**src/rtl/rotary_encoder_detent_decoder_assert.svh**
```systemverilog
// Assertion macros for the rotary encoder detent decoder.
// Each macro expects a clock named clk and a reset named rst in scope.
`ifndef ROTARY_ENCODER_DETENT_DECODER_ASSERT_SVH
`define ROTARY_ENCODER_DETENT_DECODER_ASSERT_SVH

// Same-cycle implication, disabled during reset
`define RED_ASSERT_NOW(label, pre, post) \
  label: assert property (@(posedge clk) disable iff (rst) (pre) |-> (post)) \
    else $error("rotary encoder decoder: same-cycle check failed");

// Next-cycle implication, disabled during reset
`define RED_ASSERT_NEXT(label, pre, post) \
  label: assert property (@(posedge clk) disable iff (rst) (pre) |=> (post)) \
    else $error("rotary encoder decoder: next-cycle check failed");

`endif

```
**src/rtl/red_pkg.sv**
```systemverilog
// Shared types, constants and helpers for the rotary encoder detent decoder.
// No dependencies; used by red_mult and rotary_encoder_detent_decoder.
`timescale 1ns / 1ps
`default_nettype none

package red_pkg;

  // Fixed field widths
  localparam int unsigned TIME_W   = 32;
  localparam int unsigned THRESH_W = 10;
  localparam int unsigned LOCK_W   = 16;
  localparam int unsigned CFG_W    = 16;
  localparam int unsigned CFG_IDX_W = 3;
  localparam int unsigned EVENT_W  = 2;
  localparam int unsigned MOVE_W   = 7;

  // Default detent size
  localparam int unsigned PULSES_PER_DETENT = 4;

  // One second in ticks
  localparam logic [THRESH_W-1:0] MS_PER_S = 10'd1000;

  // Register reset values
  localparam logic [THRESH_W-1:0] THRESH_100X_RST = 10'd160;
  localparam logic [THRESH_W-1:0] THRESH_10X_RST  = 10'd80;
  localparam logic [THRESH_W-1:0] THRESH_5X_RST   = 10'd0;
  localparam logic [LOCK_W-1:0]   LOCKOUT_RST     = 16'd20;
  localparam logic [LOCK_W-1:0]   CLICK_LOCK_RST  = 16'd300;

  // Event codes
  localparam logic [EVENT_W-1:0] EV_NONE = 2'd0;
  localparam logic [EVENT_W-1:0] EV_CW   = 2'd1;
  localparam logic [EVENT_W-1:0] EV_CCW  = 2'd2;

  // Multiplier values
  localparam logic [MOVE_W-1:0] MULT_0   = 7'd0;
  localparam logic [MOVE_W-1:0] MULT_1   = 7'd1;
  localparam logic [MOVE_W-1:0] MULT_5   = 7'd5;
  localparam logic [MOVE_W-1:0] MULT_10  = 7'd10;
  localparam logic [MOVE_W-1:0] MULT_100 = 7'd100;

  // Configuration register indexes
  typedef enum logic [CFG_IDX_W-1:0] {
    REG_RATE_ENABLE  = 3'd0,
    REG_REVERSE      = 3'd1,
    REG_THRESH_100X  = 3'd2,
    REG_THRESH_10X   = 3'd3,
    REG_THRESH_5X    = 3'd4,
    REG_LOCKOUT      = 3'd5,
    REG_CLICK_LOCK   = 3'd6
  } cfg_reg_t;

  // Rate thresholds handed to the multiplier select
  typedef struct packed {
    logic [THRESH_W-1:0] t100;
    logic [THRESH_W-1:0] t10;
    logic [THRESH_W-1:0] t5;
  } thresh_t;

  // Pin code {B,A} to quadrature phase: 00, 10, 11, 01 are phases 0..3
  function automatic logic [1:0] phase_of(input logic [1:0] code);
    logic [1:0] ph;
    unique case (code)
      2'b00:   ph = 2'd0;
      2'b10:   ph = 2'd1;
      2'b11:   ph = 2'd2;
      default: ph = 2'd3;
    endcase
    return ph;
  endfunction

endpackage

`default_nettype wire

```
**src/rtl/red_mult.sv**
```systemverilog
// Move multiplier select from the interval since the previous detent.
// Depends on red_pkg for widths, threshold struct and multiplier values.
`timescale 1ns / 1ps
`default_nettype none

module red_mult (
  input  wire logic [red_pkg::TIME_W-1:0] dt,
  input  wire red_pkg::thresh_t           thresh,
  output logic [red_pkg::MOVE_W-1:0]      mult
);

  // 1000/dt >= thr tested as thr*dt <= 1000; a dt above 1000 fails unless thr is 0
  function automatic logic rate_at_least(input logic [red_pkg::TIME_W-1:0] d,
                                         input logic [red_pkg::THRESH_W-1:0] thr);
    logic                            short_dt;
    logic [2*red_pkg::THRESH_W-1:0]  prod;
    short_dt = (d <= red_pkg::TIME_W'(red_pkg::MS_PER_S));
    prod     = thr * d[red_pkg::THRESH_W-1:0];
    return (d == '0) || (thr == '0) ||
           (short_dt && (prod <= (2*red_pkg::THRESH_W)'(red_pkg::MS_PER_S)));
  endfunction

  logic hit100, hit10, hit5;

  assign hit100 = rate_at_least(dt, thresh.t100);
  assign hit10  = rate_at_least(dt, thresh.t10);
  assign hit5   = (thresh.t5 != '0) && rate_at_least(dt, thresh.t5);

  // Tiers in priority order
  always_comb begin
    if (hit100) begin
      mult = red_pkg::MULT_100;
    end else if (hit10) begin
      mult = red_pkg::MULT_10;
    end else if (hit5) begin
      mult = red_pkg::MULT_5;
    end else begin
      mult = red_pkg::MULT_1;
    end
  end

endmodule

`default_nettype wire

```
**src/rtl/rotary_encoder_detent_decoder.sv**
```systemverilog
// Rotary encoder detent decoder: one item per 1 ms tick, one result per item.
// Depends on red_pkg, red_mult and rotary_encoder_detent_decoder_assert.svh.
// Input register, then result register; 1 item per cycle sustained while the
// result channel is not stalled, with the state updated between the two registers.
// Synchronous active-high reset clears the time counters, phase, pulse count,
// valid flags and restores the configuration registers to their defaults.
`timescale 1ns / 1ps
`default_nettype none

`include "rotary_encoder_detent_decoder_assert.svh"

module rotary_encoder_detent_decoder #(
  parameter int unsigned PULSES_PER_DETENT = red_pkg::PULSES_PER_DETENT
) (
  input  wire logic                          clk,
  input  wire logic                          rst,
  // configuration write port
  input  wire logic                          cfg_we,
  input  wire logic [red_pkg::CFG_IDX_W-1:0] cfg_index,
  input  wire logic [red_pkg::CFG_W-1:0]     cfg_data,
  // input channel
  input  wire logic                          in_valid,
  output logic                               in_stall,
  input  wire logic                          pin_a,
  input  wire logic                          pin_b,
  input  wire logic                          button,
  // result channel
  output logic                               out_valid,
  input  wire logic                          out_stall,
  output logic [red_pkg::EVENT_W-1:0]        event_res,
  output logic [red_pkg::MOVE_W-1:0]         move_value
);

  localparam int unsigned CountW = $clog2(PULSES_PER_DETENT + 1) + 1;
  localparam logic signed [CountW-1:0] PosLim = CountW'(PULSES_PER_DETENT);
  localparam logic signed [CountW-1:0] NegLim = -PosLim;
  localparam logic signed [CountW-1:0] One    = CountW'(1);

  localparam int unsigned TW = red_pkg::TIME_W;

  // Configuration registers
  logic                          rate_enable;
  logic                          reverse_direction;
  red_pkg::thresh_t              thresh;
  logic [red_pkg::LOCK_W-1:0]    lockout_ms;
  logic [red_pkg::LOCK_W-1:0]    click_lockout_ms;

  always_ff @(posedge clk) begin
    if (rst) begin
      rate_enable       <= 1'b0;
      reverse_direction <= 1'b0;
      thresh.t100       <= red_pkg::THRESH_100X_RST;
      thresh.t10        <= red_pkg::THRESH_10X_RST;
      thresh.t5         <= red_pkg::THRESH_5X_RST;
      lockout_ms        <= red_pkg::LOCKOUT_RST;
      click_lockout_ms  <= red_pkg::CLICK_LOCK_RST;
    end else if (cfg_we) begin
      unique case (red_pkg::cfg_reg_t'(cfg_index))
        red_pkg::REG_RATE_ENABLE: rate_enable       <= cfg_data[0];
        red_pkg::REG_REVERSE:     reverse_direction <= cfg_data[0];
        red_pkg::REG_THRESH_100X: thresh.t100       <= cfg_data[red_pkg::THRESH_W-1:0];
        red_pkg::REG_THRESH_10X:  thresh.t10        <= cfg_data[red_pkg::THRESH_W-1:0];
        red_pkg::REG_THRESH_5X:   thresh.t5         <= cfg_data[red_pkg::THRESH_W-1:0];
        red_pkg::REG_LOCKOUT:     lockout_ms        <= cfg_data[red_pkg::LOCK_W-1:0];
        red_pkg::REG_CLICK_LOCK:  click_lockout_ms  <= cfg_data[red_pkg::LOCK_W-1:0];
        default: ;
      endcase
    end
  end

  // Input register stage
  logic       s1_valid;
  logic [1:0] s1_code;
  logic       s1_btn;
  logic       s1_move;
  logic       in_take;

  assign s1_move  = s1_valid && (!out_valid || !out_stall);
  assign in_stall = s1_valid && !s1_move;
  assign in_take  = in_valid && !in_stall;

  always_ff @(posedge clk) begin
    if (rst) begin
      s1_valid <= 1'b0;
    end else if (in_take) begin
      s1_valid <= 1'b1;
    end else if (s1_move) begin
      s1_valid <= 1'b0;
    end
    if (in_take) begin
      s1_code <= {pin_b, pin_a};
      s1_btn  <= button;
    end
  end

  // Decoder state
  logic [TW-1:0]            now_ms, lockout_until, click_until, last_detent_time;
  logic [1:0]               last_phase;
  logic signed [CountW-1:0] pulse_count;

  logic [TW-1:0]            now;
  logic [TW-1:0]            lock_diff, click_diff;
  logic                     locked, click_wait, go;
  logic [1:0]               np, op;
  logic signed [CountW-1:0] cnt_new;
  logic                     detent, cw;
  logic [TW-1:0]            dt;
  logic [red_pkg::MOVE_W-1:0] rate_mult, mult;

  // Time window checks
  assign now        = now_ms + TW'(1);
  assign lock_diff  = now - lockout_until;
  assign click_diff = now - click_until;
  assign locked     = lock_diff[TW-1];
  assign click_wait = s1_btn && click_diff[TW-1];
  assign go         = !locked && !click_wait;

  // Quadrature step
  assign np = red_pkg::phase_of(s1_code);
  assign op = red_pkg::phase_of(last_phase);

  always_comb begin
    if (np == op + 2'd1) begin
      cnt_new = pulse_count + One;
    end else if (np == op - 2'd1) begin
      cnt_new = pulse_count - One;
    end else begin
      cnt_new = pulse_count;
    end
  end

  assign detent = go && ((cnt_new >= PosLim) || (cnt_new <= NegLim));
  assign cw     = (cnt_new > 0) != reverse_direction;
  assign dt     = now - last_detent_time;

  red_mult u_mult (
    .dt     (dt),
    .thresh (thresh),
    .mult   (rate_mult)
  );

  assign mult = (rate_enable && (last_detent_time != '0)) ? rate_mult : red_pkg::MULT_1;

  // State update as the item moves to the result register
  always_ff @(posedge clk) begin
    if (rst) begin
      now_ms           <= '0;
      lockout_until    <= '0;
      click_until      <= '0;
      last_detent_time <= '0;
      last_phase       <= '0;
      pulse_count      <= '0;
    end else if (s1_move) begin
      now_ms <= now;
      if (go) begin
        last_phase <= s1_code;
        if (s1_btn) begin
          click_until <= now + TW'(click_lockout_ms);
        end
        if (detent) begin
          pulse_count   <= '0;
          lockout_until <= now + TW'(lockout_ms);
          if (rate_enable) begin
            last_detent_time <= now;
          end
        end else begin
          pulse_count <= cnt_new;
        end
      end
    end
  end

  // Result register
  always_ff @(posedge clk) begin
    if (rst) begin
      out_valid <= 1'b0;
    end else if (s1_move) begin
      out_valid <= 1'b1;
    end else if (!out_stall) begin
      out_valid <= 1'b0;
    end
    if (s1_move) begin
      if (detent) begin
        event_res  <= cw ? red_pkg::EV_CW : red_pkg::EV_CCW;
        move_value <= mult;
      end else begin
        event_res  <= red_pkg::EV_NONE;
        move_value <= red_pkg::MULT_0;
      end
    end
  end

  // Checks
  `RED_ASSERT_NOW(a_none_zero, out_valid && (event_res == red_pkg::EV_NONE), move_value == red_pkg::MULT_0)
  `RED_ASSERT_NOW(a_mult_legal, out_valid && (event_res != red_pkg::EV_NONE), (move_value == red_pkg::MULT_1) || (move_value == red_pkg::MULT_5) || (move_value == red_pkg::MULT_10) || (move_value == red_pkg::MULT_100))
  `RED_ASSERT_NOW(a_no_rate_unit, out_valid && (event_res != red_pkg::EV_NONE) && !rate_enable, move_value == red_pkg::MULT_1)
  `RED_ASSERT_NEXT(a_s1_hold, s1_valid && in_stall, s1_valid && $stable(s1_code) && $stable(s1_btn))

endmodule

`default_nettype wire

```
**config.mk**
```make
export PLATFORM = sky130hd
export DESIGN_NAME = rotary_encoder_detent_decoder
export DESIGN_NICKNAME = d
export VERILOG_FILES = /design/src/rtl/red_pkg.sv /design/src/rtl/red_mult.sv /design/src/rtl/rotary_encoder_detent_decoder.sv
export VERILOG_INCLUDE_DIRS = /design/src /design/src/rtl
export SDC_FILE = /design/constraint.sdc
export NUM_CORES = 1
export LEC_CHECK = 0
export BUFFER_PORTS_ARGS = -buffer_cell sky130_fd_sc_hd__buf_4
export CORE_UTILIZATION = 41
export DETAILED_ROUTE_END_ITERATION = 8
export PLACE_DENSITY = 0.53
export SLEW_MARGIN = 0
export SYNTH_ARGS = -nofsm -noshare
export SYNTH_HDL_FRONTEND = slang
export SYNTH_SLANG_ARGS = --single-unit
```
**constraint.sdc**
```tcl
create_clock -name clk -period 9.3 [get_ports clk]
set_input_delay 1.86 -clock clk [delete_from_list [all_inputs] [get_ports clk]]
set_output_delay 1.86 -clock clk [all_outputs]
set_load 0.005 [all_outputs]
```
==> results.py, run 1 <==
metrics = {
    "worst_setup_path": {
        "crit_path_end_kind": "flip-flop",
        "cp_slowest_stage_delay_ns": 0.54,
        "cp.depth": 32,
        "crit_end": "move_value[0]",
        "path_max_fanout": 16,
        "slowest_stage": "a2111oi_1",
        "rr_worst_depth": 32,
        "cp_top_family": "adder cells",
        "critPathRequiredTime_ns": 9.61,
        "path_buf_inv": 5,
        "rr_startpoint": "now_ms[1]",
        "r2r_slack_ns": 0.62,
        "r2r_end": "move_value[0]",
        "arrival_ns": 9.00,
        "setup.worst_path.start": "now_ms[1]",
        "crit_type": "reg -> reg",
        "startpoint_type": "flip-flop",
    },
    "detailed_routing": {
        "dr_total_vias": 20218,
        "final_antenna_net_count": 0,
        "drc": 0,
        "via_per_inst": 5.366,
        "dr.pass1.iters": 5,
        "wl_um": 65430,
        "avgRoutedWirePerCell_um": 17.37,
        "dr.first_iter.drc_count": 1046,
    },
    "cells_and_area": {
        "syn_to_final_growth_pct": 8.340,
        "drive_gt1_share_pct": 6.529,
        "fin_area_um2": 26350,
        "final_common_cell": "inv_1",
        "final_nets": 3492,
        "postLayoutCoreUtil_pct": 45.32,
        "final_cell_mix": "378 x inv_1, 365 x nand2_1, 295 x ha_1, 222 x nor2_1, 200 x dfxtp_1",
    },
    "synth": {
        "ys_types": 87,
        "synth_seq_cells": 209,
        "synthArstFlopShare_pct": 0,
        "ys.flop_type": "dfxtp_1",
        "synth_edf_count": 9,
        "ys_warn_count": 0,
        "yosysSeqAreaShare_pct": 17.57,
        "avgSynthCellArea_um2": 8.109,
        "syn_inst": 2999,
        "syn_nets": 3510,
        "syn-cell-area_um2": 24320,
    },
    "die": {
        "die_area_um2": 60290,
        "die_width_um": 245.6,
        "initial_utilization_pct": 41.83,
        "die_h_um": 245.6,
        "core-area_um2": 58140,
        "rows": 88,
        "ios": 38,
    },
    "place": {
        "place.gp.congestion": 0.8859,
        "io_buffer_count": 36,
        "placed_area_um2": 25440,
        "dpl.hpwl_um": 50890,
        "pre_cts_ws_ns": 0.5779,
    },
    "clock_network": {
        "cts.sinks": 209,
        "cts_tree": "done",
        "cts_hold_buf": 0,
        "htree_levels": 1,
        "cts_root_buffer": "clkbuf_16",
        "clockBufferDepth": 3,
        "clock_latency_ns": 0.57,
        "numCtsBuffers": 27,
        "clkTransAtPathRegs_ns": 0.06,
    },
    "power": {
        "p_leak_nw": 12.43,
        "vdd_drop_max_mv": 0.1374,
        "p_per_area_nw_per_um2": 100.2,
    },
    "sta": {
        "slew_headroom_pct": 25.77,
        "tightest_slew_ns": 1.103,
        "hold_slack_ns": 0.4553,
        "clock-skew-final_ns": 0.01663,
        "finalMaxSlewViolations": 0,
        "final.setup.tns_ns": 0,
        "finalWorstSetupSlack_ns": 0.6162,
        "hold_viol": 0,
        "fmax_mhz": 115.2,
        "rsz0062_at_grt": "false",
        "setup_violations": 0,
        "fin_crit_ns": 8.684,
        "fin_crit_sh_pct": 93.37,
    },
    "grt": {
        "grt_pass1_wl_um": 107400,
        "grt_pass1_vias": 20325,
        "grt_use_total_pct": 21.92,
        "grt_max_degree": 113,
        "antenna_found_initial": 1,
        "overflow": 0,
    },
    "job": {
        "max_cap_viol_count": 0,
    },
    "worst_hold_path": {
        "min_path_type": "reg -> reg",
    },
    "status": {
        "status": "completed",
    },
}
final cells by class:
cell class	instances	area [um^2]
diodes	1	2.502
inverters	380	1426
well taps	765	957.2
clock buffers	39	800.8
repair buffers	88	664.4
clock inverters	11	98.84
flip-flops and latches	209	4274
fillers	5730	31790
multi-input cells	2275	18120
power breakdown:
part           total (mW)  internal, mW  switching [mW]
sequential          0.944         0.922          0.0225
combinational       0.628         0.238           0.390
clock                1.07         0.627           0.440
cells by family (layout without fill, tap and decap cells):
group                    count (synthesis)  in the layout  synth area share [%]
flip-flops                             209            209                 17.57
multiplexers                            43             43                 1.775
AND/OR/NAND/NOR                       1058           1058                 21.15
AO/OA/AOI/OAI                          523            523                 14.41
other                                    1              2               0.01542
buffers and inverters                  515            518                 8.211
XOR/XNOR                               166            166                 6.127
adder cells (fa/ha/maj)                484            484                 30.74
stage by stage:
stage / total power, mW / std cells
detailed placement: 1.592 / 3717
global placement: 1.586 / 3717
floorplan: 1.402 / 2999
finish: 2.639 / 3768
global route: 2.778 / 3767
CTS: 2.665 / 3767
how the worst min path moves through the flow:
| stage | startpoint | to | slack (ns) | cells after the start |
|---|---|---|---|---|
| 5_1_grt | lockout_ms[12] | lockout_ms[12] | 0.48 | 2 |
| 2_1_floorplan | lockout_until[17] | lockout_until[17] | 0.44 | 2 |
| 6_report | lockout_until[17] | lockout_until[17] | 0.46 | 2 |
| 4_1_cts | lockout_until[17] | lockout_until[17] | 0.46 | 2 |
| 3_5_place_dp | lockout_until[17] | lockout_until[17] | 0.45 | 2 |
| 3_3_place_gp | lockout_until[17] | lockout_until[17] | 0.45 | 2 |
registers in the layout, summed over array words and instances (netlist names), 4 cells and up:
register / cells
click_until: 32
last_detent_time: 32
lockout_until: 32
now_ms: 32
thresh: 30
click_lockout_ms: 16
lockout_ms: 16
move_value: 4
pulse_count: 4
worst min-delay path: cells and delay by family, from the launching register on:
family | cells | cell delay, ns
flip-flops | 1 | 0.31
AO/OA/AOI/OAI | 1 | 0.05
AND/OR/NAND/NOR | 1 | 0.05
per-layer routing:
layer / track usage, % / vias to the layer above / wire, um
li1: - / 9959 / -
met1: 29.43 / 9811 / 30270
met2: 37.43 / 365 / 31090
met3: 2.379 / 81 / 2669
met4: 5.170 / 2 / 1387
met5: 0 / - / 13
what timing repair did:
action                                  CTS  global route
resized for setup                         0             1
endpoints found under the setup margin    0             2
buffers inserted                          0             0
cell usage after synthesis, types with 15 or more instances:
cell type,n,area (um^2)
inv_1,378,1419
clkbuf_1,114,427.9
a21oi_1,174,870.8
nand4_1,26,162.7
nor2b_1,42,262.8
nand3_1,62,310.3
a21o_1,45,337.8
or3_1,19,118.9
nand2_1,365,1370
and2_1,155,969.7
nand2b_1,22,137.6
dfxtp_1,200,4004
and3_1,15,93.84
nor4_1,26,162.7
mux2i_1,42,420.4
ha_1,295,3691
a211oi_2,23,287.8
nand3b_1,22,165.2
fa_1,189,3784
nor3_1,40,200.2
a211oi_1,34,255.2
nor2_1,223,837.1
xnor2_1,95,832.1
xor2_1,67,586.8
o21a_1,23,172.7
o21ai_0,81,405.4
No activity file was read; power rests on OpenSTA's default activity.
==> inputs of run 2 (changes only) <==
- CORE_UTILIZATION: 41 -> 51
- HOLD_SLACK_MARGIN: unset -> 0.12
- PLACE_DENSITY: 0.53 -> 0.64
==> results.py, run 2 (synthesis results as in run 1) <==
metrics = {
    "sta": {
        "final.setup.tns_ns": 0,
        "fin_crit_sh_pct": 94.06,
        "tightest_slew_ns": 1.238,
        "finalWorstSetupSlack_ns": 0.5524,
        "finalMaxSlewViolations": 0,
        "clock-skew-final_ns": 0.01332,
        "setup_violations": 0,
        "hold_slack_ns": 0.4548,
        "slew_headroom_pct": 17.46,
        "fin_crit_ns": 8.748,
        "fmax_mhz": 114.3,
        "hold_viol": 0,
    },
    "status": {
        "violations": "DRC",
        "status": "complete, but fails checks",
    },
    "clock_network": {
        "cts_hold_buf": 0,
        "numCtsBuffers": 24,
        "htree_levels": 1,
        "clockBufferDepth": 3,
        "clkTransAtPathRegs_ns": 0.06,
        "clock_latency_ns": 0.54,
        "cts_tree": "done",
        "cts_root_buffer": "clkbuf_16",
        "cts.sinks": 209,
    },
    "grt": {
        "grt_pass1_vias": 20671,
        "grt_pass1_wl_um": 105400,
        "overflow": 0,
        "grt_use_total_pct": 27.09,
        "grt_max_degree": 73,
        "antenna_found_initial": 3,
    },
    "detailed_routing": {
        "avgRoutedWirePerCell_um": 17.72,
        "wl_um": 63680,
        "dr.first_iter.drc_count": 1192,
        "via_per_inst": 5.695,
        "final_antenna_net_count": 0,
        "dr.pass1.iters": 7,
        "drc": 6,
        "dr_total_vias": 20467,
    },
    "power": {
        "vdd_drop_max_mv": 0.1416,
        "p_per_area_nw_per_um2": 101.0,
        "p_leak_nw": 12.36,
        "total_power_mw": 2.633,
    },
    "place": {
        "io_buffer_count": 36,
        "place.gp.congestion": 0.8884,
        "pre_cts_ws_ns": 0.2879,
        "dpl.hpwl_um": 49020,
    },
    "worst_setup_path": {
        "cp_slowest_stage_delay_ns": 0.55,
        "crit_path_end_kind": "flip-flop",
        "critPathRequiredTime_ns": 9.68,
        "slowest_stage": "fa_1",
        "startpoint_type": "flip-flop",
        "arrival_ns": 9.13,
        "crit_path_frequent_cell": "fa_1",
        "crit_type": "reg -> reg",
        "path_max_fanout": 17,
    },
    "worst_hold_path": {
        "min_path_type": "reg -> reg",
    },
    "die": {
        "die_width_um": 220.4,
        "ios": 38,
        "core-area_um2": 46750,
        "die_area_um2": 48560,
        "die_h_um": 220.4,
        "rows": 79,
        "initial_utilization_pct": 52.02,
    },
    "cells_and_area": {
        "final_cell_mix": "378 x inv_1, 365 x nand2_1, 295 x ha_1, 222 x nor2_1, 200 x dfxtp_1",
        "final_nets": 3480,
        "final_common_cell": "inv_1",
        "postLayoutCoreUtil_pct": 55.78,
        "syn_to_final_growth_pct": 7.239,
        "drive_gt1_share_pct": 6.162,
    },
    "job": {
        "max_cap_viol_count": 0,
    },
}
## run 2: cell types whose count changed in the layout (fill, tap and decap cells not counted), sizes merged
cell    previous run  this run
clkinv             9         7
buf               88        79
inv              381       380
bufinv             1         5
clkbuf            39        31
## run 2: area by class of cell
cell class	count	area [um^2]
fill	4318	20670
multi-input combinational	2275	18160
sequential	209	4274
inverter	380	1426
tap	607	759.5
clock buffer	31	668.1
timing repair buffer	79	596.8
clock inverter	12	188.9
antenna	1	2.502
## run 2: path summary, 6_finish.rpt
kind / from / endpoint / slack, ns / cells after the start
worst max-delay path: now_ms[1] / move_value[2] / 0.55 / 30
worst min-delay path: lockout_until[17] / lockout_until[17] / 0.45 / 2
worst max register to register: now_ms[1] / move_value[2] / 0.55 / 30
worst min register to register: lockout_until[17] / lockout_until[17] / 0.45 / 2
## run 2: per-stage QoR
| stage | instances | cell area [um^2] |
|---|---|---|
| detailed placement | 3549 | 25170 |
| floorplan | 2999 | 24320 |
| finish | 3594 | 26080 |
| global placement | 3549 | 25170 |
| global route | 3593 | 26080 |
| CTS | 3592 | 26030 |
## run 2: timing repair
action                                  CTS  global route
endpoints found under the setup margin    0             4
buffers inserted                          0             1
resized for setup                         0             6
## run 2: power by group
part / leakage (nW) / internal, mW / switching [mW]
clock: 0.426 / 0.645 / 0.404
sequential: 1.70 / 0.921 / 0.0229
combinational: 10.2 / 0.241 / 0.399
total: 12.4 / 1.81 / 0.826
## run 2: worst max-delay path: cells and delay by family, from the launching register on
family                   cells  cell delay, ns
XOR/XNOR                     1            0.19
AO/OA/AOI/OAI               10            2.47
buffers and inverters        4            0.33
flip-flops                   1            0.38
adder cells (fa/ha/maj)      8            3.48
AND/OR/NAND/NOR              7            1.72
## run 2: per-layer routing
layer  up-vias  wire length, um  part of all wire [%]  global-route usage [%]
met5         -                0                     0                       0
met3        96             3411                   5.4                   3.381
met4         0             1570                   2.5                   7.057
li1       9925                -                     -                       -
met2       521            29860                    47                   46.01
met1      9925            28830                    45                   36.25
==> inputs of run 3 (changes only) <==
- BUFFER_PORTS_ARGS: -buffer_cell sky130_fd_sc_hd__buf_4 -> unset
- CORE_ASPECT_RATIO: unset -> 0.6
- CTS_CLUSTER_DIAMETER: unset -> 80
- DONT_BUFFER_PORTS: unset -> 1
- PLACE_DENSITY: 0.64 -> 0.63
==> results.py, run 3 (synthesis results as in run 1) <==
metrics = {
    "status": {
        "status": "completed",
    },
    "clock_network": {
        "cts_setup_buffers": 0,
        "htree_levels": 1,
        "clock_latency_ns": 0.55,
        "clkTransAtPathRegs_ns": 0.06,
        "cts_tree": "done",
        "cts_root_buffer": "clkbuf_16",
        "numCtsBuffers": 25,
        "clockBufferDepth": 3,
        "cts.sinks": 209,
    },
    "job": {
        "max_cap_viol_count": 0,
    },
    "sta": {
        "fmax_mhz": 114.6,
        "finalMaxSlewViolations": 0,
        "hold_viol": 0,
        "setup_violations": 0,
        "finalWorstSetupSlack_ns": 0.5723,
        "clock-skew-final_ns": 0.01375,
        "fin_crit_sh_pct": 93.85,
        "tightest_slew_ns": 1.174,
        "slew_headroom_pct": 21.70,
        "fin_crit_ns": 8.728,
        "final.setup.tns_ns": 0,
        "rsz0062_at_grt": "false",
    },
    "worst_setup_path": {
        "setup.worst_path.start": "now_ms[0]",
        "cp_slowest_stage_delay_ns": 0.56,
        "startpoint_type": "flip-flop",
        "crit_path_end_kind": "flip-flop",
        "arrival_ns": 9.12,
        "critPathRequiredTime_ns": 9.69,
        "crit_type": "reg -> reg",
        "slowest_stage": "fa_1",
        "path_max_fanout": 21,
        "rr_startpoint": "now_ms[0]",
    },
    "place": {
        "place.gp.congestion": 0.9112,
        "io_buffer_count": 0,
        "pre_cts_ws_ns": 0.6399,
        "dpl.hpwl_um": 52330,
        "placed_area_um2": 24880,
        "dpl.cell_count": 3529,
    },
    "detailed_routing": {
        "drc": 0,
        "dr.first_iter.drc_count": 1745,
        "wl_um": 67260,
        "avgRoutedWirePerCell_um": 18.82,
        "dr.pass1.iters": 5,
        "via_per_inst": 5.770,
        "dr_total_vias": 20629,
        "final_antenna_net_count": 0,
    },
    "die": {
        "rows": 61,
        "initial_utilization_pct": 52.07,
        "die_area_um2": 48590,
        "die_h_um": 171.2,
        "core-area_um2": 46710,
        "die_width_um": 283.9,
        "ios": 38,
    },
    "grt": {
        "grt.busiest_layer": "met1",
        "grt_pass1_vias": 19564,
        "use_met2_pct": 38.68,
        "grt_max_degree": 203,
        "grt_use_total_pct": 27.67,
        "grt_pass1_wl_um": 107600,
        "grt_util_met1_pct": 43.10,
        "use_met3_pct": 4.680,
        "antenna_found_initial": 1,
        "overflow": 0,
    },
    "cells_and_area": {
        "drive_gt1_share_pct": 4.788,
        "syn_to_final_growth_pct": 5.855,
        "final_cell_mix": "378 x inv_1, 365 x nand2_1, 295 x ha_1, 220 x nor2_1, 200 x dfxtp_1",
        "fillers": 4325,
        "final_nets": 3437,
        "finalNonFillerCells": 3575,
        "insertedDiodeCount": 0,
        "final_common_cell": "inv_1",
        "fin_area_um2": 25740,
    },
    "power": {
        "p_switching_mw": 0.8386,
        "p_leak_nw": 12.14,
        "power_frac_comb_pct": 23.3,
        "p_int_mw": 1.773,
        "vdd_drop_max_mv": 0.1307,
        "p_per_area_nw_per_um2": 101.5,
        "pwr-share-clk_pct": 40.5,
        "swShare_pct": 32.11,
        "total_power_mw": 2.612,
        "seqPwrFrac_pct": 36.2,
    },
    "worst_hold_path": {
        "min_path_type": "reg -> reg",
        "min_from": "lockout_until[17]",
    },
}
[run 3: cell types whose count changed in the layout (fill, tap and decap cells not counted), moves of 2 or more]
cell and change:
clkinv_1 +3, nor2_1 -2, clkbuf_1 -2, buf_4 -43
nor2_2 +2
[run 3: path summary, 6_finish.rpt]
path	cells past startpoint	slack [ns]	to
worst max-delay path	31	0.57	move_value[0]
worst min-delay path	2	0.45	lockout_until[17]
worst max register to register	31	0.57	move_value[0]
worst min register to register	2	0.45	lockout_until[17]
[run 3: critical path, delay by kind of cell (launching register included)]
kind	cells	cell delay (ns)
buffers and inverters	6	0.78
AO/OA/AOI/OAI	10	2.40
flip-flops	1	0.39
AND/OR/NAND/NOR	5	1.05
adder cells (fa/ha/maj)	8	3.11
XOR/XNOR	2	0.80
[run 3: timing repair]
| item | in CTS | in global routing |
|---|---|---|
| hold buffers | 0 | 0 |
| gates resized for setup | 0 | 1 |
| setup endpoints to repair | 0 | 1 |
[run 3: cell type report]
type,count,area (um^2),share of cell area (%)
multi-input combinational,2275,18130,70.44
sequential,209,4274,16.60
inverter,380,1426,5.541
tap,630,788.3,3.062
clock buffer,29,660.6,2.566
timing repair buffer,35,262.8,1.021
clock inverter,17,197.7,0.7679
[run 3: per-stage QoR]
stage / utilization [%] / hold WS [ns]
floorplan: - / 0.4363
global placement: 53.27 / 0.4381
detailed placement: 53.27 / 0.4404
CTS: 55.11 / 0.4489
global route: 55.11 / 0.4744
finish: 55.11 / 0.4479
[run 3: metal layers]
metal	vias to the layer above	routed length (um)
met5	-	0
met4	0	1634
met3	75	5212
met2	711	26210
met1	9989	34210
li1	9854	-
[run 3: power groups by stage]
stage          clock network, mW  logic (mW)  registers (mW)
2_1_floorplan                  0       0.452           0.950
3_3_place_gp                   0       0.579           0.964
3_5_place_dp                   0       0.594           0.965
4_1_cts                     1.07       0.601           0.945
5_1_grt                     1.11       0.671           0.947
6_report                    1.06       0.609           0.945
